[config.mk]
export PLATFORM = sky130hd
export DESIGN_NAME = lmbs_fifo
export DESIGN_NICKNAME = d
export VERILOG_FILES = /design/src/rtl/core/lmbs_pkg.sv /design/src/rtl/core/lmbs_fifo.sv
export VERILOG_INCLUDE_DIRS = /design/src /design/src/rtl/core
export SDC_FILE = /design/constraint.sdc
export NUM_CORES = 1
export LEC_CHECK = 0
export BUFFER_PORTS_ARGS = -buffer_cell sky130_fd_sc_hd__buf_2
export CAP_MARGIN = 20
export CORE_MARGIN = 1
export CORE_UTILIZATION = 40
export CTS_CLUSTER_DIAMETER = 40
export DETAILED_ROUTE_END_ITERATION = 7
export MAX_ROUTING_LAYER = met4
export SLEW_MARGIN = 20
export SYNTH_ARGS = -nofsm -noshare
export SYNTH_HDL_FRONTEND = slang
export SYNTH_SLANG_ARGS = --single-unit
[constraint.sdc]
create_clock -name clk_i -period 8.48 [get_ports clk_i]
set_input_delay 0 -clock clk_i [delete_from_list [all_inputs] [get_ports clk_i]]
set_output_delay 0 -clock clk_i [all_outputs]
set_load 0.005 [all_outputs]
[src/rtl/core/led_matrix_bitplane_scan_defines.svh]
// Assertion macros for the LED matrix bit-plane scan block.
`ifndef LED_MATRIX_BITPLANE_SCAN_DEFINES_SVH
`define LED_MATRIX_BITPLANE_SCAN_DEFINES_SVH
`ifndef SYNTH
`define LMBS_ASSERT(lbl, clk, rstn, prop) \
  lbl: assert property (@(posedge clk) disable iff (!rstn) prop) \
    else $error("assertion failed");
`define LMBS_NEVER(lbl, clk, rstn, cond) \
  lbl: assert property (@(posedge clk) disable iff (!rstn) !(cond)) \
    else $error("forbidden condition");
`else
`define LMBS_ASSERT(lbl, clk, rstn, prop)
`define LMBS_NEVER(lbl, clk, rstn, cond)
`endif
`endif

[src/rtl/core/lmbs_pkg.sv]
// Shared types and constants for the LED matrix bit-plane scan block.
package lmbs_pkg;
  typedef enum logic [1:0] {
    OP_RGB888 = 2'd0,
    OP_RGB565 = 2'd1,
    OP_CLEAR  = 2'd2,
    OP_SCAN   = 2'd3
  } op_e;

  typedef enum logic [1:0] {
    K_WRITE = 2'd0,
    K_CLEAR = 2'd1,
    K_SCAN  = 2'd2
  } kind_e;

  typedef struct packed {
    kind_e      kind;
    logic [7:0] off_r;
    logic [7:0] off_g;
    logic [7:0] off_b;
    logic [2:0] bitpos;
    logic [7:0] red;
    logic [7:0] green;
    logic [7:0] blue;
  } entry_t;

  localparam int unsigned PLANE_BYTES = 192;
  localparam int unsigned CFG_IDX_W = 8;
  localparam logic [CFG_IDX_W-1:0] REG_SCAN_MODE = 8'd0;
  localparam logic [CFG_IDX_W-1:0] REG_ON_TIME = 8'd1;
endpackage

[src/rtl/core/lmbs_fifo.sv]
// Two-entry command queue between front end and back end.
module lmbs_fifo
  import lmbs_pkg::*;
(
  input  logic   clk_i,
  input  logic   rst_ni,
  input  logic   push_i,
  input  entry_t entry_i,
  input  logic   pop_i,
  output entry_t head_o,
  output logic   empty_o,
  output logic   full_o
);
  `include "led_matrix_bitplane_scan_defines.svh"

  entry_t     slot_q [2];
  logic       wp_q, rp_q;
  logic [1:0] cnt_q;

  assign head_o = slot_q[rp_q];
  assign empty_o = (cnt_q == 2'd0);
  assign full_o = (cnt_q == 2'd2);

  always_ff @(posedge clk_i) begin
    if (push_i) begin
      slot_q[wp_q] <= entry_i;
    end
  end

  always_ff @(posedge clk_i or negedge rst_ni) begin
    if (!rst_ni) begin
      wp_q <= 1'b0;
      rp_q <= 1'b0;
      cnt_q <= 2'd0;
    end else begin
      if (push_i) begin
        wp_q <= !wp_q;
      end
      if (pop_i) begin
        rp_q <= !rp_q;
      end
      cnt_q <= cnt_q + 2'(push_i) - 2'(pop_i);
    end
  end

  `LMBS_NEVER(a_no_push_full, clk_i, rst_ni, push_i && full_o)
  `LMBS_NEVER(a_no_pop_empty, clk_i, rst_ni, pop_i && empty_o)
  `LMBS_ASSERT(a_cnt_range, clk_i, rst_ni, cnt_q <= 2'd2)
  `LMBS_ASSERT(a_push_fills, clk_i, rst_ni, push_i && !pop_i |=> !empty_o)
endmodule

==> key figures, run 1 <==
Pwr
  – Total Power: about 1.6 mW
  – PD cells: 279 mW/mm2
  – Leakage: 2.31 nW
  – Maximum VDD drop: around 240 uV

Timing
  – Rel. slew slack: about 33%
  – Max-slew violations: 0
  – RSZ-0062 raised after global routing: no
  – Max Clk Rate: slightly below 500 MHz
  – Final count of negative-setup-slack endpoints: 0
  – Setup TNS: 0 ps
  – Hold Fails Final Rpt: 0
  – Worst-margin pin slew: between 1000 and 1500 ps
  – Min cycle time layout: ~2000 ps
  – Fin Clk Skew: about 9.5 ps
  – Part of the cycle the worst path needs: 24.1%

Floorplanning
  – Boundary Pins: roughly 110
  – Die area: ~0.011 mm2
  – Site Rows: 37
  – Die width: 105 um
  – Core area: between 0.01 and 0.015 mm2
  – Starting density of the core: 41.4%
  – Die Height: between 100 and 150 um

GRT
  – M3 GR Usage: roughly 2.4%
  – GRT met1 Usage: roughly 17%
  – Vias in the first global route: 2302
  – Grt met2 use: approximately 22%
  – Initial antenna violation count: 0
  – GRT Max-Usage Layer: met2
  – First-pass GRT wire length: approximately 11 mm
  – Largest net degree at the start of global routing: between 50 and 60
  – Total GRT Usage: 13.5%
  – Gr ovfl total: 0

Logic synthesis
  – Flops & latches, synth: between 100 and 150
  – Mapped Nets: 239
  – Synth Cell Area: about 0.0043 mm2
  – Yosys warning count: 0
  – Register area share after synthesis: 76.9%
  – Synth Instances: 180
  – Post-synth cell types: 13
  – Post-Syn Area per Cell: 23.7 um2

Finish
  – Share of cells above drive strength 1: between 50% and 60%
  – P&R area growth vs syn: 33.0%
  – Diodes inserted: 0
  – Final net count: 414
  – Non-filler cells, final: 496

CTS
  – Worst skew pair latency: roughly 350 ps
  – TritonCTS buffer count: 9
  – CTS clk-pin slew, worst paths: roughly 100 ps
  – Post_cts resized: 0
  – Num Clock Sinks: 110
  – CTS tree: yes
  – CTS root buffer: clkbuf_8
  – CTS HTree Levels: 3
  – Bufs on Longest Clock Path: 2

Placed design
  – Port bufs: roughly 110
  – Placed cells: 423
  – HPWL after DPL: a little over 4 mm
  – Routability Congestion: roughly 0.63

Drt
  – Vias: ~2200
  – Wire per inst: around 14 um
  – Final WL: 7.01 mm
  – Remaining DRCs: 0
  – Detailed router's first-iteration violation count: slightly above 60
  – DRT Pass-1 Iters: 4
  – Vias per cell: approximately 4.4
  – Antenna-violating nets left: 0

Worst setup path
  – Worst Path Required: approximately 8500 ps
  – CP Capture Type: output pin
  – WP data arrival: 2040 ps
  – Crit path max fanout: 54
  – Crit start category: register
  – Critical path type: reg2out

Run status
  – Status: complete, no violations

Job
  – Max Cap Viol: 0

Min path
  – Hold Path Class: in2reg
## sequential cells by signal, summed over array words and instances, names as in the netlist
signal,count
rp_q,1
wp_q,1
cnt_q,2
slot_q,106
## cell families (layout without fill, tap and decap cells)
kind of cell  Yosys count  count (layout)  synth area share [%]
simple gates            4               4                 0.527
buf+inv                 8             188                  2.78
mux                    53              53                  18.3
fa+ha+maj               2               2                 0.586
xor+xnor                3               3                 0.967
flops                 110             110                  76.9
## final timing paths
| path | from | to | slack, ps | cells past startpoint |
|---|---|---|---|---|
| max in group asynchronous | rst_ni | rp_q | 7720 | 3 |
| min reg2reg | wp_q | wp_q | 560 | 1 |
| max reg2reg | wp_q | slot_q[1][29] | 6640 | 2 |
| min in group asynchronous | rst_ni | wp_q | 550 | 3 |
| max | rp_q | head_o[0] | 6440 | 2 |
| min | entry_i[45] | slot_q[1][45] | 360 | 2 |
## cell usage after synthesis
library cell  count  area [um2]
edfxtp_1        106        3180
mux2_4           49         736
buf_12            5         100
dfrtp_1           4         100
mux2_2            4        45.0
ha_1              2        25.0
inv_1             2        7.51
nor2b_1           2        12.5
xor2_1            2        17.5
and2_1            1        6.26
buf_6             1        11.3
nor2_1            1        3.75
xor3_1            1        23.8
## placed cells by master (no fill, tap or decap), types with 3 or more instances in the layout
cell type	count
clkbuf_8	9
dfrtp_1	3
buf_2	111
mux2_4	49
dlygate4sd3_1	57
edfxtp_1	106
mux2_2	4
## critical path: stages, from the launching register on
cell and delay (ps):
dfrtp_4 1110, mux2_2 430, buf_2 130
## power breakdown
group | switching [mW] | total, mW | internal (mW)
clock network | 0.170 | 0.310 | 0.140
registers | 0.0988 | 0.821 | 0.722
logic | 0.156 | 0.454 | 0.298
## layout make-up
class                   count  area, um2
repair buffers            170       1140
fillers                   834       4640
clock inverters             6       70.1
flip-flops and latches    110       3290
multi-input cells          62        878
clock buffers              10        128
inverters                   2       7.51
well taps                 136        170
## per-stage QoR
step	worst slack (ps)	hold slack, ps	utilization (%)	area [um2]
floorplan	5250	-296	-	4270
detailed placement	6600	-181	47.6	4910
CTS	6390	336	55.0	5680
finish	6440	362	55.0	5680
global route	6330	346	55.0	5680
global placement	6600	-188	47.6	4910
## timing repair
action / CTS / global route
hold buffers: 57 / 0
hold endpoints to repair: 113 / 0
buffers inserted: 0 / 0
## metal layers
layer  share of wire [%]  up-vias
met1                  45     1043
li1                    -     1055
met5                   0        -
met3                 4.1        7
met4                0.87        0
met2                  50       67
(Power assumes the default switching activity.)
==> run 2, diff against run 1 <==
ABC_AREA = 1   (was not set)
clock period = 2 ns   (was 8.48 ns; I/O delays follow)
==> run 2 against run 1 <==
Compared with the run above:
- worst hold slack worse by 7.9 ps
- first-iteration DRC count increased by 87%
- synthesized cell count is 68% higher
- die area is 2.1% lower
- global-route usage grew 1.5 points
- clock skew down 1.7 ps
- final area decreased by 0.44%
- area after synthesis down 2.1%
- worst setup slack lost 6200 ps
- non-clock buffer count rose by 5
- largest power group unchanged
- highest routed layer unchanged
==> key figures, run 2 <==
Floorplanning
  – Die area: 0.0109 mm2
  – Boundary Pins: 112
  – Die Height: about 100 um
  – Core area: ~0.010 mm2
  – Die width: between 100 and 150 um
  – Starting density of the core: around 42%
  – Site Rows: 36

Finish
  – Final net count: about 540
  – Util after Layout: between 50% and 60%
  – Largest Register: slot_q
  – Max reg flops: between 100 and 150
  – Register area: between 0.003 and 0.004 mm2
  – Most frequent cells in the layout: buf_2 (111), edfxtp_1 (106), inv_1 (59), nand2_1 (59), dlygate4sd3_1 (57)
  – Area of the multi-input gates: 583 um2
  – P&R area growth vs syn: 35.3%
  – Fillcell total: between 800 and 900
  – Regs by FF count: slot_q x106, cnt_q x2
  – Commonest non-fill, non-tap cell in the layout: buf_2
  – Diodes inserted: 0
  – Non-filler cells, final: between 600 and 700
  – Share of cells above drive strength 1: between 30% and 40%

GRT
  – Gr ovfl total: 0
  – Total GRT Usage: 15.0%
  – Largest net degree at the start of global routing: 54
  – First-pass GRT wire length: between 10 and 15 mm
  – Vias in the first global route: roughly 2600
  – Initial antenna violation count: 0

CTS
  – CTS HTree Levels: 3
  – CTS tree: yes
  – CTS root buffer: clkbuf_8
  – Post_cts resized: 0
  – # Post-CTS Setup Buffers: 0
  – Num Clock Sinks: 110
  – CTS clk-pin slew, worst paths: about 100 ps
  – Bufs on Longest Clock Path: 2
  – TritonCTS buffer count: 9
  – Hold Buf Count CTS: 57
  – Worst skew pair latency: ~360 ps

Job
  – Max Cap Viol: 0

Logic synthesis
  – Top cells by area, synth: edfxtp_1 (76%), inv_1 (5.4%), nand2_1 (5.3%), o21ai_1 (2.8%), o21ai_0 (2.6%)
  – Count leader, synth: edfxtp_1
  – Mapped Nets: 361
  – Ys flop type: edfxtp_1
  – Post-Syn Area per Cell: roughly 14 um2
  – Area leader, netlist: edfxtp_1
  – Register area share after synthesis: 78.5%
  – Yosys warning count: 0
  – Ys async rst share: under 10%
  – Synth Instances: roughly 300
  – Flops & latches, synth: 110
  – Post-synth cell types: 15
  – Synth Cell Area: ~0.0042 mm2
  – EDFF count, synth: between 100 and 150
  – Synth top cells by count: edfxtp_1 (106), inv_1 (60), nand2_1 (59)
  – Post-synth top area share: between 70% and 80%

Timing
  – Final WS setup: ~240 ps
  – Setup TNS: 0 ps
  – Fin Hold WS: around 350 ps
  – Min cycle time layout: approximately 1800 ps
  – RSZ-0062 raised after global routing: no
  – Max-slew violations: 0
  – Hold Fails Final Rpt: 0
  – Rel. slew slack: 65.9%
  – Max Clk Rate: ~570 MHz
  – Worst-margin pin slew: just over 500 ps
  – Part of the cycle the worst path needs: between 80% and 90%
  – Fin Clk Skew: around 7.9 ps
  – Final count of negative-setup-slack endpoints: 0

Pwr
  – Comb power frac: 29.1%
  – Maximum VDD drop: a little over 600 uV
  – Clk pwr share: 20.3%
  – Cell Int Power: 4.51 mW
  – Switch share: around a third
  – Sequential Power Share: about half
  – Net switching power: between 2 and 2.5 mW
  – Leakage: 2.43 nW
  – PD cells: 1160 mW/mm2

Run status
  – Status: complete, no violations

Drt
  – Detailed router's first-iteration violation count: between 100 and 150
  – Wire per inst: 12.4 um
  – Final WL: between 7 and 8 mm
  – Remaining DRCs: 0
  – WL met2: 3.79 mm
  – Vias per cell: 4.27
  – Vias: between 2000 and 3000
  – DRT Pass-1 Iters: 4
  – Antenna-violating nets left: 0
  – Met3 wire length: ~350 um
  – DRT met1 WL: between 3 and 4 mm
  – Top routing layer in use: met4

Placed design
  – Routability Congestion: a little over 0.7
  – HPWL after DPL: between 4 and 5 mm
  – Port bufs: ~110
  – Placed cells: 541
  – Pre-CTS WS: between 600 and 700 ps

Worst setup path
  – WP data arrival: roughly 1800 ps
  – R2r setup slk: around 690 ps
  – Crit start category: register
  – Critical path type: reg2out
  – Crit path max fanout: 52
  – CP Capture Type: output pin
  – FF-to-FF Start: wp_q
  – Worst r2r dst: slot_q[0][52]
  – Critical path origin: rp_q
  – Reg2Reg Depth: 2
  – Worst Path Required: around 2000 ps

Min path
  – HP Start: entry_i[24]
  – Hold Path End: slot_q[1][24]
  – Hold path cells: 2
  – Hold Path Class: in2reg
## run 2: changes by cell type after synthesis, moves of 4 or more
cell | before | now
inv_1 | 2 | 60
buf_2 | 0 | 6
mux2_4 | 49 | 0
nand2_1 | 0 | 59
buf_12 | 5 | 0
o21ai_0 | 0 | 22
mux2_2 | 4 | 0
o21ai_1 | 0 | 23
o21ai_2 | 0 | 8
## run 2: metal layers
layer  track usage, %  vias to the layer above
met1             18.3                     1181
met2             24.3                       78
met4             5.51                        0
met5                -                        -
li1                 -                     1357
met3             3.45                        8
## run 2: worst max-delay path by stage
| stage | depth (start not counted) | to |
|---|---|---|
| 5_1_grt | 4 | head_o[36] |
| 3_3_place_gp | 4 | head_o[3] |
| 6_report | 4 | head_o[43] |
| 2_1_floorplan | 2 | slot_q[1][0] |
| 4_1_cts | 4 | head_o[43] |
| 3_5_place_dp | 4 | head_o[43] |
## run 2: cell families after synthesis
logic type	Yosys count	share of synthesized area, %
flip-flops	110	78.5
XOR/XNOR	2	0.419
AND/OR/NAND/NOR	63	5.69
AO/OA/AOI/OAI	53	7.06
buffers and inverters	72	7.72
adder cells (fa/ha/maj)	2	0.598
## run 2: final cells by class
| cell class | instances | share of cell area (%) |
|---|---|---|
| tap | 133 | 2.94 |
| timing repair buffer | 175 | 21.1 |
| sequential | 110 | 58.1 |
| clock inverter | 7 | 1.42 |
| inverter | 60 | 3.98 |
| multi-input combinational | 120 | 10.3 |
| clock buffer | 9 | 2.19 |
## run 2: stage by stage
stage	power [mW]	area [um2]
final	6.57	5660
after global routing	7.02	5660
after CTS	6.66	5660
after detailed placement	5.24	4880
after global placement	5.20	4880
after floorplan	4.43	4190
## run 2: critical path, cell delays in order (launching register included)
cell     delay, ps
dfrtp_4        770
buf_4          310
nand2_1         80
o21ai_1        100
buf_2          130
## run 2: power groups by stage
stage | logic, mW | registers (mW) | clock network (mW)
floorplan | 1.22 | 3.21 | 0
global placement | 1.82 | 3.38 | 0
detailed placement | 1.85 | 3.39 | 0
CTS | 1.94 | 3.34 | 1.39
global route | 2.16 | 3.39 | 1.46
finish | 1.91 | 3.33 | 1.33
==> run 3, diff against run 2 <==
CORE_ASPECT_RATIO = 1.2   (was not set)
==> run 3 against run 2 <==
Compared with the run above:
- routed wire length shrank 1.9%
- combinational power is essentially flat
- largest cell class unchanged
- fmax is 1.3% higher
- highest routed layer unchanged
- first-iteration DRC count shrank 54%
==> key figures, run 3 (same netlist as run 2, synthesis figures left out) <==
Finish
  – Fillcell total: roughly 850
  – Diodes inserted: 0
  – Most frequent cells in the layout: buf_2 (111), edfxtp_1 (106), inv_1 (59), nand2_1 (59), dlygate4sd3_1 (57)
  – P&R area growth vs syn: 37.7%
  – Register area: roughly 0.0033 mm2
  – Final net count: 535
  – Largest Register: slot_q
  – Commonest non-fill, non-tap cell in the layout: buf_2
  – Area of the multi-input gates: a little under 600 um2
  – Max reg flops: ~110
  – Share of cells above drive strength 1: 29.9%
  – Regs by FF count: slot_q x106, cnt_q x2
  – Non-filler cells, final: 607

Floorplanning
  – Boundary Pins: 112
  – Core area: 0.0101 mm2
  – Starting density of the core: 41.4%
  – Die width: 95.3 um
  – Die area: about 0.011 mm2
  – Die Height: approximately 110 um
  – Site Rows: 40

Pwr
  – Total Power: 6.98 mW
  – PD cells: 1210 mW/mm2
  – Maximum VDD drop: 763 uV
  – Leakage: around 2.5 nW

Timing
  – Final count of negative-setup-slack endpoints: 0
  – Max Clk Rate: ~580 MHz
  – Rel. slew slack: around two thirds
  – Max-slew violations: 0
  – Worst-margin pin slew: between 500 and 600 ps
  – Setup TNS: 0 ps
  – Part of the cycle the worst path needs: 86.8%
  – Min cycle time layout: 1740 ps
  – Fin Clk Skew: 4.59 ps
  – RSZ-0062 raised after global routing: no
  – Hold Fails Final Rpt: 0

Worst setup path
  – CP Capture Type: output pin
  – Crit start category: register
  – WP data arrival: approximately 1700 ps
  – Crit path max fanout: 54
  – Critical path type: reg2out
  – Worst Path Required: 2000 ps

GRT
  – Initial antenna violation count: 0
  – First-pass GRT wire length: about 12 mm
  – Vias in the first global route: ~2600
  – Largest net degree at the start of global routing: 55
  – Total GRT Usage: ~15%
  – Gr ovfl total: 0

Drt
  – Antenna-violating nets left: 0
  – Vias: between 2000 and 3000
  – Final WL: 7.45 mm
  – Detailed router's first-iteration violation count: 52
  – Remaining DRCs: 0
  – Wire per inst: between 10 and 15 um
  – Vias per cell: about 4.4
  – DRT Pass-1 Iters: 4

CTS
  – Worst skew pair latency: around 340 ps
  – Post_cts resized: 0
  – CTS root buffer: clkbuf_16
  – TritonCTS buffer count: 9
  – Hold Buf Count CTS: 57
  – CTS HTree Levels: 3
  – Bufs on Longest Clock Path: 2
  – # Post-CTS Setup Buffers: 0
  – CTS tree: yes
  – CTS clk-pin slew, worst paths: ~70 ps
  – Num Clock Sinks: 110

Job
  – Max Cap Viol: 0

Placed design
  – Placed cells: approximately 530
  – Port bufs: 111
  – HPWL after DPL: 4.67 mm
  – Routability Congestion: between 0.6 and 0.7

Min path
  – Hold Path Class: in2reg

Run status
  – Status: complete, no violations
-- run 3: power breakdown --
part	switching (mW)	internal (mW)
clock	0.762	0.969
sequential	0.267	3.06
combinational	1.05	0.874
-- run 3: path summary, 6_finish.rpt --
check                       startpoint            end  slack (ps)  depth (start not counted)
max                               rp_q     head_o[44]         260                          4
min                        entry_i[17]  slot_q[0][17]         380                          2
max reg2reg                   cnt_q[0]       cnt_q[1]         820                          7
min reg2reg                       wp_q           wp_q         560                          1
max in group asynchronous       rst_ni           rp_q        1230                          3
min in group asynchronous       rst_ni           rp_q         570                          3
-- run 3: layer usage --
layer  vias to the layer above  wire length, um  global-route usage, %
met1                      1255             3160                   16.5
li1                       1361                -                      -
met4                         0              149                   6.87
met5                         -                0                      -
met3                        10              309                   3.80
met2                        64             3840                   25.9
-- run 3: worst max-delay path, cell delays in order, from the launching register on --
cell	delay [ps]
dfrtp_4	770
buf_4	340
nand2_1	80
o21ai_1	80
buf_2	120
-- run 3: layout make-up --
class,count,area share (%)
inverter,60,3.91
clock buffer,10,3.98
timing repair buffer,175,21.1
clock inverter,6,1.06
sequential,110,57.1
multi-input combinational,120,10.1
tap,126,2.74
-- run 3: stage by stage --
stage / utilization, % / hold WS [ps] / setup WS [ps] / area [um2]
global placement: 48.5 / -191 / 631 / 4900
detailed placement: 48.5 / -186 / 581 / 4900
floorplan: - / -296 / 91.3 / 4190
finish: 57.0 / 379 / 263 / 5760
global route: 57.0 / 374 / 57.2 / 5760
CTS: 57.0 / 362 / 209 / 5760
