File: config.mk
export PLATFORM = sky130hd
export DESIGN_NAME = lmbs_front
export DESIGN_NICKNAME = d
export VERILOG_FILES = /design/src/rtl/core/led_matrix_bitplane_scan_defines.svh /design/src/rtl/core/lmbs_pkg.sv /design/src/rtl/core/lmbs_front.sv
export SDC_FILE = /design/constraint.sdc
export NUM_CORES = 1
export LEC_CHECK = 0
export ABC_CLOCK_PERIOD_IN_PS = 6400
export BUFFER_PORTS_ARGS = -buffer_cell sky130_fd_sc_hd__buf_2
export CAP_MARGIN = 20
export CORE_ASPECT_RATIO = 0.75
export CORE_MARGIN = 2
export CORE_UTILIZATION = 50
export DETAILED_ROUTE_END_ITERATION = 8
export GPL_TIMING_DRIVEN = 0
export PLACE_DENSITY_LB_ADDON = 0.3
export SLEW_MARGIN = 10
export SYNTH_ARGS = -nofsm -noshare
export SYNTH_HDL_FRONTEND = slang
export SYNTH_SLANG_ARGS = --single-unit
export TNS_END_PERCENT = 20
File: constraint.sdc
create_clock -name vclk -period 6.4
set_input_delay 0.32 -clock vclk [all_inputs]
set_output_delay 0.32 -clock vclk [all_outputs]
set_load 0.01 [all_outputs]
File: src/rtl/core/led_matrix_bitplane_scan_defines.svh
// Assertion macros for the LED matrix bit-plane scan block.
`ifndef LED_MATRIX_BITPLANE_SCAN_DEFINES_SVH
`define LED_MATRIX_BITPLANE_SCAN_DEFINES_SVH
`ifndef SYNTH
`define LMBS_ASSERT(lbl, clk, rstn, prop) \
  lbl: assert property (@(posedge clk) disable iff (!rstn) prop) \
    else $error("assertion failed");
`define LMBS_NEVER(lbl, clk, rstn, cond) \
  lbl: assert property (@(posedge clk) disable iff (!rstn) !(cond)) \
    else $error("forbidden condition");
`else
`define LMBS_ASSERT(lbl, clk, rstn, prop)
`define LMBS_NEVER(lbl, clk, rstn, cond)
`endif
`endif

File: src/rtl/core/lmbs_pkg.sv
// Shared types and constants for the LED matrix bit-plane scan block.
package lmbs_pkg;
  typedef enum logic [1:0] {
    OP_RGB888 = 2'd0,
    OP_RGB565 = 2'd1,
    OP_CLEAR  = 2'd2,
    OP_SCAN   = 2'd3
  } op_e;

  typedef enum logic [1:0] {
    K_WRITE = 2'd0,
    K_CLEAR = 2'd1,
    K_SCAN  = 2'd2
  } kind_e;

  typedef struct packed {
    kind_e      kind;
    logic [7:0] off_r;
    logic [7:0] off_g;
    logic [7:0] off_b;
    logic [2:0] bitpos;
    logic [7:0] red;
    logic [7:0] green;
    logic [7:0] blue;
  } entry_t;

  localparam int unsigned PLANE_BYTES = 192;
  localparam int unsigned CFG_IDX_W = 8;
  localparam logic [CFG_IDX_W-1:0] REG_SCAN_MODE = 8'd0;
  localparam logic [CFG_IDX_W-1:0] REG_ON_TIME = 8'd1;
endpackage

File: src/rtl/core/lmbs_front.sv
// Front end: decodes operations, expands color and maps pixels to byte offsets.
module lmbs_front
  import lmbs_pkg::*;
(
  input  logic        accept_i,
  input  logic        scan_mode_i,
  input  logic [1:0]  operation_i,
  input  logic [5:0]  pos_x_i,
  input  logic [4:0]  pos_y_i,
  input  logic [7:0]  red_i,
  input  logic [7:0]  green_i,
  input  logic [7:0]  blue_i,
  input  logic [15:0] packed_color_i,
  output logic        push_o,
  output entry_t      entry_o
);
  logic [4:0]  mx;
  logic [1:0]  col;
  logic [3:0]  y;
  logic [7:0]  base;
  logic [7:0]  off;
  logic [14:0] rx, gx, bx;
  logic        in_range;
  op_e         op;

  assign op = op_e'(operation_i);
  assign mx = 5'd31 - pos_x_i[4:0];
  assign col = mx[4:3];
  assign y = pos_y_i[3:0];
  assign in_range = !pos_x_i[5] && !pos_y_i[4];

  assign rx = 15'(packed_color_i[15:11]) * 15'd527 + 15'd23;
  assign gx = 15'(packed_color_i[10:5]) * 15'd259 + 15'd33;
  assign bx = 15'(packed_color_i[4:0]) * 15'd527 + 15'd23;

  always_comb begin
    if (!scan_mode_i) begin
      base = {1'b0, y[1:0], 5'b0} + {2'b0, y[1:0], 4'b0};
      off = base + {5'b0, col, 1'b0};
      if (y >= 4'd12) begin
        off = off + 8'd9;
      end else if (y >= 4'd8) begin
        off = off + 8'd8;
      end else if (y >= 4'd4) begin
        off = off + 8'd1;
      end
      entry_o.off_r = off;
      entry_o.off_g = off + 8'd16;
      entry_o.off_b = off + 8'd32;
    end else begin
      base = {1'b0, y[2:0], 4'b0} + {2'b0, y[2:0], 3'b0};
      off = base + {6'b0, col} + (y[3] ? 8'd4 : 8'd0);
      entry_o.off_r = off;
      entry_o.off_g = off + 8'd8;
      entry_o.off_b = off + 8'd16;
    end
    entry_o.bitpos = mx[2:0];
    entry_o.red = red_i;
    entry_o.green = green_i;
    entry_o.blue = blue_i;
    entry_o.kind = K_WRITE;
    push_o = 1'b0;
    case (op)
      OP_RGB888: begin
        push_o = accept_i && in_range;
      end
      OP_RGB565: begin
        entry_o.red = rx[13:6];
        entry_o.green = gx[13:6];
        entry_o.blue = bx[13:6];
        push_o = accept_i && in_range;
      end
      OP_CLEAR: begin
        entry_o.kind = K_CLEAR;
        push_o = accept_i;
      end
      OP_SCAN: begin
        entry_o.kind = K_SCAN;
        push_o = accept_i;
      end
      default: begin
        push_o = 1'b0;
      end
    endcase
  end
endmodule

==> key figures, run 1 <==
Routing
  – Via count: 2581
  – Routed WL: 6.18 mm
  – Wl on met1: 2.85 mm
  – Iter 0 DRT Violations: 69
  – DR DRC count: 0
  – Wire length on met3: 345 microns
  – Highest routing layer actually used: met4
  – Drt first pass iters: 4
  – Via/cell ratio: 5.12
  – DRT antenna net count: 0
  – Met2 WL: 2.94 mm
  – Avg WL per Cell: 12.3 microns

Placement
  – Port buffer count: 108
  – Detailed placement HPWL: 5.50 mm
  – Gpl congestion: 0.865

Outcome
  – Status: completed

Power
  – Max IR drop VDD: 0.0833 mV
  – Total power: 339 uW
  – PD cells: 110 nW/um^2
  – Lkg Pwr: 0.00176 uW

Synth
  – Sequential area share after synthesis: 0%
  – Syn Inst Count: 336
  – Top cell type's share of synthesized area: 30.4%
  – Count leader, synth: ha_1
  – Largest cells by area after synthesis: ha_1 30%, fa_1 15%, inv_1 8.8%
  – Mean Syn Cell Area: 7.35 sq um
  – Synth top cells by count: 60 x ha_1, 58 x inv_1, 31 x nand2_1, 29 x o21ai_0, 24 x nor2_1
  – Synth unique cells: 38
  – Synth Warn #: 0
  – Synth area leader: ha_1
  – Mapped Area: 2470 sq um
  – Net count after synthesis: 469

Global route
  – Vias in the first global route: 2482
  – First-pass GRT wire length: 10.4 mm
  – GRT Total Usage: 22.2%
  – Pin count of the biggest net entering global routing: 11
  – Total congestion overflow: 0
  – Antenna violations before repair: 0

Critical path
  – Critical path fanouts, max: 6
  – Critical path class: input pin to output pin
  – Worst Setup SP: packed_color_i[14]
  – WP data required: 6080 ps
  – Data arrival, critical path: 3540 ps
  – Crit start category: input pin
  – Critical Path End Type: output pin

Timing
  – Rel. slew slack: 65.1%
  – RSZ-0062 raised after global routing: no
  – Fin. Hold Viols: 0
  – Setup TNS: 0 ps
  – Final period util: 60.3%
  – Hold slack: 860 ps
  – Worst-Margin Slew: 524 ps
  – Final Setup Violations: 0
  – F_max: 0.259 GHz
  – Final Max Slew Viols: 0
  – Minimum clock period: 3860 ps

Final layout
  – Ant diodes: 0
  – Syn-to-layout area delta: 24.9%
  – Area of the multi-input gates: 2170 sq um
  – Nets: 579
  – Storage cell area: 0 sq um
  – Layout cells sized above 1: 28.2%
  – Fill cells: 434
  – Num sequential: 0
  – # clk buffers: 0

Min path
  – HP Start: pos_x_i[0]
  – Hold path depth: 3
  – Hold EP: entry_o[24]
  – Hold Path Class: input pin to output pin

Floorplanning
  – Initial Util: 51.3%
  – # IOs: 109
  – Core area: 4820 sq um
  – DIE WIDTH: 85.2 microns
  – Die area: 5530 sq um
  – Rows: 22
  – Die Height: 64.9 microns

CTS
  – Cts hold-fix bufs: 0
  – Post-cts resize count: 0
  – Post-CTS Repair Setup Buffers: 0

Flow run
  – Max Cap Viol: 0
-- stage by stage --
stage          std cells  worst slack (ps)  cell area (sq um)  utilization [%]
3_5_place_dp         504              2590               3090             64.1
2_1_floorplan        336              2990               2470                -
5_1_grt              504              2340               3090             64.1
4_1_cts              504              2570               3090             64.1
3_3_place_gp         504              2600               3090             64.1
6_report             504              2540               3090             64.1
-- worst max-delay path, stage by stage --
cell and delay [ps]:
buf_2 140, inv_1 130, ha_1 350, inv_1 70
fa_1 540, fa_1 490, ha_1 300, nand4b_1 150
a21oi_1 380, o21ai_1 190, xnor2_1 230, o21ai_0 100
buf_2 150
-- cells by family (layout without fill, tap and decap cells) --
| family | after synthesis | after routing | share of synthesized area [%] |
|---|---|---|---|
| XOR/XNOR | 22 | 22 | 7.80 |
| buffers and inverters | 74 | 182 | 12.3 |
| adder cells (fa/ha/maj) | 78 | 78 | 45.0 |
| multiplexers | 3 | 3 | 1.32 |
| AND/OR/NAND/NOR | 89 | 89 | 16.8 |
| AO/OA/AOI/OAI | 70 | 70 | 16.9 |
-- layer usage --
| layer | global-route usage, % | up-vias |
|---|---|---|
| met5 | 0 | - |
| met3 | 0.892 | 8 |
| met1 | 29.7 | 1173 |
| li1 | - | 1315 |
| met4 | 1.79 | 0 |
| met2 | 41.1 | 85 |
-- worst max-delay path by stage --
stage	depth (start not counted)	endpoint	slack (ps)
detailed placement	13	entry_o[20]	2590
CTS	13	entry_o[21]	2570
global placement	14	entry_o[2]	2600
global route	13	entry_o[21]	2340
floorplan	12	entry_o[2]	2990
finish	13	entry_o[20]	2540
-- layout by cell type, fill, tap and decap left out, types with 5 or more instances in the layout --
master and count:
a21oi_1 19, buf_2 108, buf_4 7, clkbuf_1 8, fa_1 18, ha_1 60, inv_1 58, nand2_1 31
nand3_1 9, nor2_1 24, o21ai_0 29, or3_1 5, xnor2_1 12, xor2_1 10
-- power by group --
group          leakage (uW)  switching [uW]  internal [uW]  total [uW]
combinational       0.00176             194            145         339
sequential                0               0              0           0
clock                     0               0              0           0
total               0.00176             194            145         339
-- cell type report --
class	count	share of cell area [%]
buffer	15	2.68
inverter	59	7.17
tap	60	2.43
multi-input combinational	262	70.2
timing repair buffer	108	17.5
No activity file was read; power rests on OpenSTA's default activity.
==> inputs of run 2 (changes only) <==
--- a/config.mk
+++ b/config.mk
@@ -5,7 +5,7 @@
 export SDC_FILE = /design/constraint.sdc
 export NUM_CORES = 1
 export LEC_CHECK = 0
-export ABC_CLOCK_PERIOD_IN_PS = 6400
+export ABC_CLOCK_PERIOD_IN_PS = 3650
 export BUFFER_PORTS_ARGS = -buffer_cell sky130_fd_sc_hd__buf_2
 export CAP_MARGIN = 20
 export CORE_ASPECT_RATIO = 0.75
==> constraint.sdc (replaced) <==
create_clock -name vclk -period 3.65
set_input_delay 0.1825 -clock vclk [all_inputs]
set_output_delay 0.1825 -clock vclk [all_outputs]
set_load 0.01 [all_outputs]
==> run 2 against run 1 <==
Compared with the run above:
- worst hold slack lost 280 ps
- non-clock buffer count stayed put
- sequential share of layout area stayed put
- first-iteration DRC count increased by 23%
- via count about the same
- cell area grew 0.28%
- critical path depth shrank 1
- wire length up 0.15%
- sequential cell count did not move
- setup slack got worse by 2400 ps
- global-route usage stayed put
==> key figures, run 2 (synthesis results as in run 1) <==
Final layout
  – Final core occ: 64.3% (was 64.1%)
  – Area of the multi-input gates: 2180 sq um (was 2170 sq um)
  – Most common cell after layout, fill and taps aside: buf_2 (unchanged)
  – Num sequential: 0 (unchanged)
  – Commonest non-fill, non-tap cells in the layout: 108 x buf_2, 60 x ha_1, 58 x inv_1, 31 x nand2_1, 29 x o21ai_0 (unchanged)
  – Syn-to-layout area delta: 25.3% (was 24.9%)
  – Fill cells: 433 (was 434)
  – Layout cells sized above 1: 28.6% (was 28.2%)
  – # clk buffers: 0 (unchanged)
  – Nets: 579 (unchanged)
  – Storage cell area: 0 sq um (unchanged)
  – Ant diodes: 0 (unchanged)

Timing
  – Final period util: 97.2%
  – Final Setup Violations: 0 (unchanged)
  – Minimum clock period: 3550 ps
  – F_max: 0.282 GHz
  – Worst-Margin Slew: 494 ps (was 524 ps)
  – Rel. slew slack: 67.1% (was 65.1%)
  – Fin. Hold Viols: 0 (unchanged)
  – RSZ-0062 raised after global routing: yes (was no)
  – Final Max Slew Viols: 0 (unchanged)

Routing
  – Routed WL: 6.19 mm (was 6.18 mm)
  – Drt first pass iters: 4 (unchanged)
  – Via/cell ratio: 5.12 (about the same)
  – Via count: 2579 (was 2581)
  – DRT antenna net count: 0 (unchanged)
  – Avg WL per Cell: 12.3 microns (about the same)
  – DR DRC count: 0 (unchanged)
  – Iter 0 DRT Violations: 85 (was 69)

Critical path
  – Critical path fanouts, max: 6 (unchanged)
  – WP data required: 3470 ps (was 6080 ps)
  – Data arrival, critical path: 3360 ps (was 3540 ps)
  – Critical path class: input pin to output pin (unchanged)
  – Critical Path End Type: output pin (unchanged)
  – Crit start category: input pin (unchanged)

Floorplanning
  – Rows: 22 (unchanged)
  – Core area: 4820 sq um (unchanged)
  – Die area: 5530 sq um (unchanged)
  – DIE WIDTH: 85.2 microns (unchanged)
  – Die Height: 64.9 microns (unchanged)
  – Initial Util: 51.3% (unchanged)
  – # IOs: 109 (unchanged)

Power
  – Total power: 601 uW (was 339 uW)
  – Max IR drop VDD: 0.151 mV (was 0.0833 mV)
  – Lkg Pwr: 0.00177 uW (was 0.00176 uW)
  – PD cells: 194 nW/um^2 (was 110 nW/um^2)

Global route
  – Grt met1 use: 29.7% (unchanged)
  – First-pass GRT wire length: 10.4 mm (unchanged)
  – GRT Total Usage: 22.2% (unchanged)
  – Total congestion overflow: 0 (unchanged)
  – GR Layer Usage met3: 0.892% (unchanged)
  – Vias in the first global route: 2482 (unchanged)
  – Pin count of the biggest net entering global routing: 11 (unchanged)
  – GR met2 Demand/Resource: 41.1% (unchanged)
  – Top Usage Layer GRT: met2 (unchanged)
  – Antenna violations before repair: 0 (unchanged)

Placement
  – Detailed placement HPWL: 5.50 mm (unchanged)
  – Port buffer count: 108 (unchanged)
  – Gpl congestion: 0.865 (unchanged)

Min path
  – HP Start: pos_x_i[0] (unchanged)
  – Hold Path Class: input pin to output pin (unchanged)
  – Hold EP: entry_o[24] (unchanged)
  – Hold path depth: 3 (unchanged)

Flow run
  – Max Cap Viol: 0 (unchanged)

CTS
  – Cts hold-fix bufs: 0 (unchanged)

Outcome
  – Status: completed (unchanged)
==> run 2: cell types whose count changed in the layout (fill, tap and decap cells not counted) <==
cell / delta
a21boi_0: -2
o31ai_2: +1
a21oi_1: -1
o31ai_1: -1
a21boi_1: +2
a21oi_2: +1
==> run 2: cell type report <==
type                       count  area share [%]
buffer                        15            2.67
inverter                      59            7.15
tap                           60            2.43
multi-input combinational    262            70.3
timing repair buffer         108            17.5
==> run 2: how the worst max path moves through the flow <==
stage,startpoint,endpoint,slack [ps],depth (start not counted)
detailed placement,packed_color_i[14],entry_o[20],110,13
CTS,packed_color_i[14],entry_o[21],90,13
floorplan,packed_color_i[3],entry_o[2],510,12
global route,packed_color_i[14],entry_o[20],-30,13
finish,packed_color_i[14],entry_o[18],100,12
global placement,packed_color_i[3],entry_o[2],130,14
==> run 2: timing repair <==
action,in CTS,in global routing
buffers inserted,0,0
setup endpoints to repair,0,9
resized for setup,0,4
==> run 2: worst max-delay path: stages <==
cell and delay (ps):
buf_2 140, inv_1 140, ha_1 350, inv_1 70, fa_1 540, fa_1 490, ha_1 320, a21oi_1 260
a21oi_2 150, o31a_1 330, o31ai_1 230, buf_2 170
==> run 2: power by group <==
group | internal, uW | switching (uW) | total, uW | leakage [uW]
combinational | 257 | 344 | 601 | 0.00177
sequential | 0 | 0 | 0 | 0
clock | 0 | 0 | 0 | 0
total | 257 | 344 | 601 | 0.00177
==> run 2: metal layers <==
layer  up-vias  share of wire [%]  routed length [microns]
met2        80                 48                     2980
met5         -                  0                        0
met1      1178                 46                     2860
met3         6                5.0                      310
met4         0               0.60                       37
li1       1315                  -                        -
==> run 2: per-stage QoR <==
stage | hold slack, ps | setup WS (ps) | TNS [ps] | cells | cell area, sq um
final | 585 | 103 | 0 | 504 | 3100
after global routing | 593 | -29.8 | -99.7 | 504 | 3100
after CTS | 585 | 91.0 | 0 | 504 | 3090
after detailed placement | 586 | 114 | 0 | 504 | 3090
after global placement | 585 | 128 | 0 | 504 | 3090
after floorplan | 409 | 510 | 0 | 336 | 2470
==> inputs of run 3 (changes only) <==
--- a/config.mk
+++ b/config.mk
@@ -14,6 +14,7 @@
 export DETAILED_ROUTE_END_ITERATION = 8
 export GPL_TIMING_DRIVEN = 0
 export PLACE_DENSITY_LB_ADDON = 0.3
+export RECOVER_POWER = 25
 export SLEW_MARGIN = 10
 export SYNTH_ARGS = -nofsm -noshare
 export SYNTH_HDL_FRONTEND = slang
==> run 3 against run 2 <==
Compared with the run above:
- maximum frequency barely moved
- non-clock buffer count did not move
- final cell count stayed put
- core utilization is 0.26 points lower
- via count down 0.19%
- critical path depth is the same
- worst hold slack worse by 9.4 ps
- setup slack hardly changed
- global-route usage stayed put
- wire length decreased by 0.47%
- total power decreased by 0.40%
- critical path type unchanged
==> key figures, run 3 (synthesis results as in run 1) <==
Power
  – PD cells: 194 nW/um^2 (about the same)
  – Total power: 598 uW (was 601 uW)
  – Lkg Pwr: 0.00174 uW (was 0.00177 uW)
  – Max IR drop VDD: 0.151 mV (about the same)

Timing
  – Final period util: 97.2% (about the same)
  – Worst-Margin Slew: 494 ps (about the same)
  – Fin. Hold Viols: 0 (unchanged)
  – F_max: 0.282 GHz (about the same)
  – Final setup margin: 103 ps (about the same)
  – Minimum clock period: 3550 ps (about the same)
  – Final Max Slew Viols: 0 (unchanged)
  – RSZ-0062 raised after global routing: yes (unchanged)
  – Rel. slew slack: 67.1% (unchanged)
  – Final Setup Violations: 0 (unchanged)

Final layout
  – Most common cell after layout, fill and taps aside: buf_2 (unchanged)
  – # clk buffers: 0 (unchanged)
  – Nets: 579 (unchanged)
  – Syn-to-layout area delta: 24.8% (was 25.3%)
  – Commonest non-fill, non-tap cells in the layout: 98 x buf_2, 60 x ha_1, 59 x inv_1, 31 x nand2_1, 29 x o21ai_0 (was 108 x buf_2, 60 x ha_1, 58 x inv_1, 31 x nand2_1, 29 x o21ai_0)
  – Final core occ: 64.0% (was 64.3%)
  – Post-Layout Cell Count: 504 (unchanged)
  – Layout cells sized above 1: 25.9% (was 28.6%)
  – Fill cells: 435 (was 433)
  – Storage cell area: 0 sq um (unchanged)
  – Num sequential: 0 (unchanged)
  – Ant diodes: 0 (unchanged)

Global route
  – Total congestion overflow: 0 (unchanged)
  – First-pass GRT wire length: 10.4 mm (unchanged)
  – Vias in the first global route: 2482 (unchanged)
  – GRT Total Usage: 22.2% (unchanged)
  – Pin count of the biggest net entering global routing: 11 (unchanged)
  – Antenna violations before repair: 0 (unchanged)

Critical path
  – Critical Path End Type: output pin (unchanged)
  – Top delay family on crit path: adder cells (unchanged)
  – Slowest CP cell: fa_1 (unchanged)
  – WP data required: 3470 ps (about the same)
  – Crit start category: input pin (unchanged)
  – Cells along the critical path: buf_2 > inv_1 > ha_1 > inv_1 > fa_1 > fa_1 > ha_1 > a21oi_1 > a21oi_2 > o31a_1 > o31ai_1 > buf_2 (unchanged)
  – Critical path fanouts, max: 6 (unchanged)
  – Worst Path Buf+Inv: 4 (unchanged)
  – Worst Setup SP: packed_color_i[14] (unchanged)
  – Data arrival, critical path: 3360 ps (about the same)
  – Critical path class: input pin to output pin (unchanged)
  – Stages on the worst setup path: 12 (unchanged)
  – Critical path's largest stage delay: 540 ps (about the same)
  – CP Capture Point: entry_o[18] (unchanged)

Routing
  – Drt first pass iters: 4 (unchanged)
  – DRT antenna net count: 0 (unchanged)
  – Wire length on met3: 316 microns (was 310 microns)
  – Met2 WL: 2.98 mm (about the same)
  – Iter 0 DRT Violations: 102 (was 85)
  – Highest routing layer actually used: met4 (unchanged)
  – Via/cell ratio: 5.11 (was 5.12)
  – Routed WL: 6.16 mm (was 6.19 mm)
  – Avg WL per Cell: 12.2 microns (was 12.3 microns)
  – Via count: 2574 (was 2579)
  – Wl on met1: 2.83 mm (was 2.86 mm)
  – DR DRC count: 0 (unchanged)

Placement
  – Port buffer count: 108 (unchanged)
  – Post-Place Cells: 504 (unchanged)
  – Dpl ws: 114 ps (unchanged)
  – Detailed placement HPWL: 5.50 mm (unchanged)
  – Gpl congestion: 0.865 (unchanged)

Min path
  – Hold path depth: 3 (unchanged)
  – Hold Path Class: input pin to output pin (unchanged)

Outcome
  – Status: completed (unchanged)

Floorplanning
  – DIE WIDTH: 85.2 microns (unchanged)
  – Die Height: 64.9 microns (unchanged)
  – Die area: 5530 sq um (unchanged)
  – Rows: 22 (unchanged)
  – Core area: 4820 sq um (unchanged)
  – Initial Util: 51.3% (unchanged)
  – # IOs: 109 (unchanged)

CTS
  – Cts hold-fix bufs: 0 (unchanged)

Flow run
  – Max Cap Viol: 0 (unchanged)
run 3: cell count changes in the layout (fill, tap and decap cells not counted), sizes merged:
| cell | change |
|---|---|
| buf | -10 |
| clkbuf | +10 |
run 3: worst min-delay path, cell delays in order:
cell and delay (ps):
buf_2 70, inv_1 30, clkbuf_1 110
run 3: worst min path at each step:
stage	startpoint	end	slack, ps
3_3_place_gp	pos_x_i[0]	entry_o[24]	580
2_1_floorplan	pos_x_i[0]	entry_o[24]	410
3_5_place_dp	pos_x_i[0]	entry_o[24]	590
6_report	pos_x_i[2]	entry_o[26]	580
4_1_cts	pos_x_i[0]	entry_o[24]	580
5_1_grt	pos_x_i[1]	entry_o[25]	580
run 3: layer usage:
| layer | GRT usage [%] | up-vias |
|---|---|---|
| met5 | 0 | - |
| met4 | 1.79 | 0 |
| met3 | 0.892 | 6 |
| met2 | 41.1 | 80 |
| met1 | 29.7 | 1173 |
| li1 | - | 1315 |
run 3: repair_timing:
action	CTS	global route
setup buffers	0	0
hold endpoints to repair	0	0
gates resized for setup	0	4
setup endpoints to repair	0	9
run 3: cell type report:
cell class                      count  area [sq um]  share of cell area [%]
Multi-Input combinational cell    262          2180                    70.6
Timing Repair Buffer              108           528                    17.1
Inverter                           59           221                    7.18
Buffer                             15          82.6                    2.68
Tap cell                           60          75.1                    2.44
run 3: through the flow:
| step | TNS [ps] | cell area (sq um) | hold slack (ps) |
|---|---|---|---|
| global route | -99.7 | 3080 | 584 |
| detailed placement | 0 | 3090 | 586 |
| floorplan | 0 | 2470 | 409 |
| CTS | 0 | 3090 | 585 |
| global placement | 0 | 3090 | 585 |
| finish | 0 | 3080 | 575 |
run 3: power by group:
group	switching [uW]	internal, uW	total, uW
combinational	344	254	598
clock	0	0	0
sequential	0	0	0
total	344	254	598
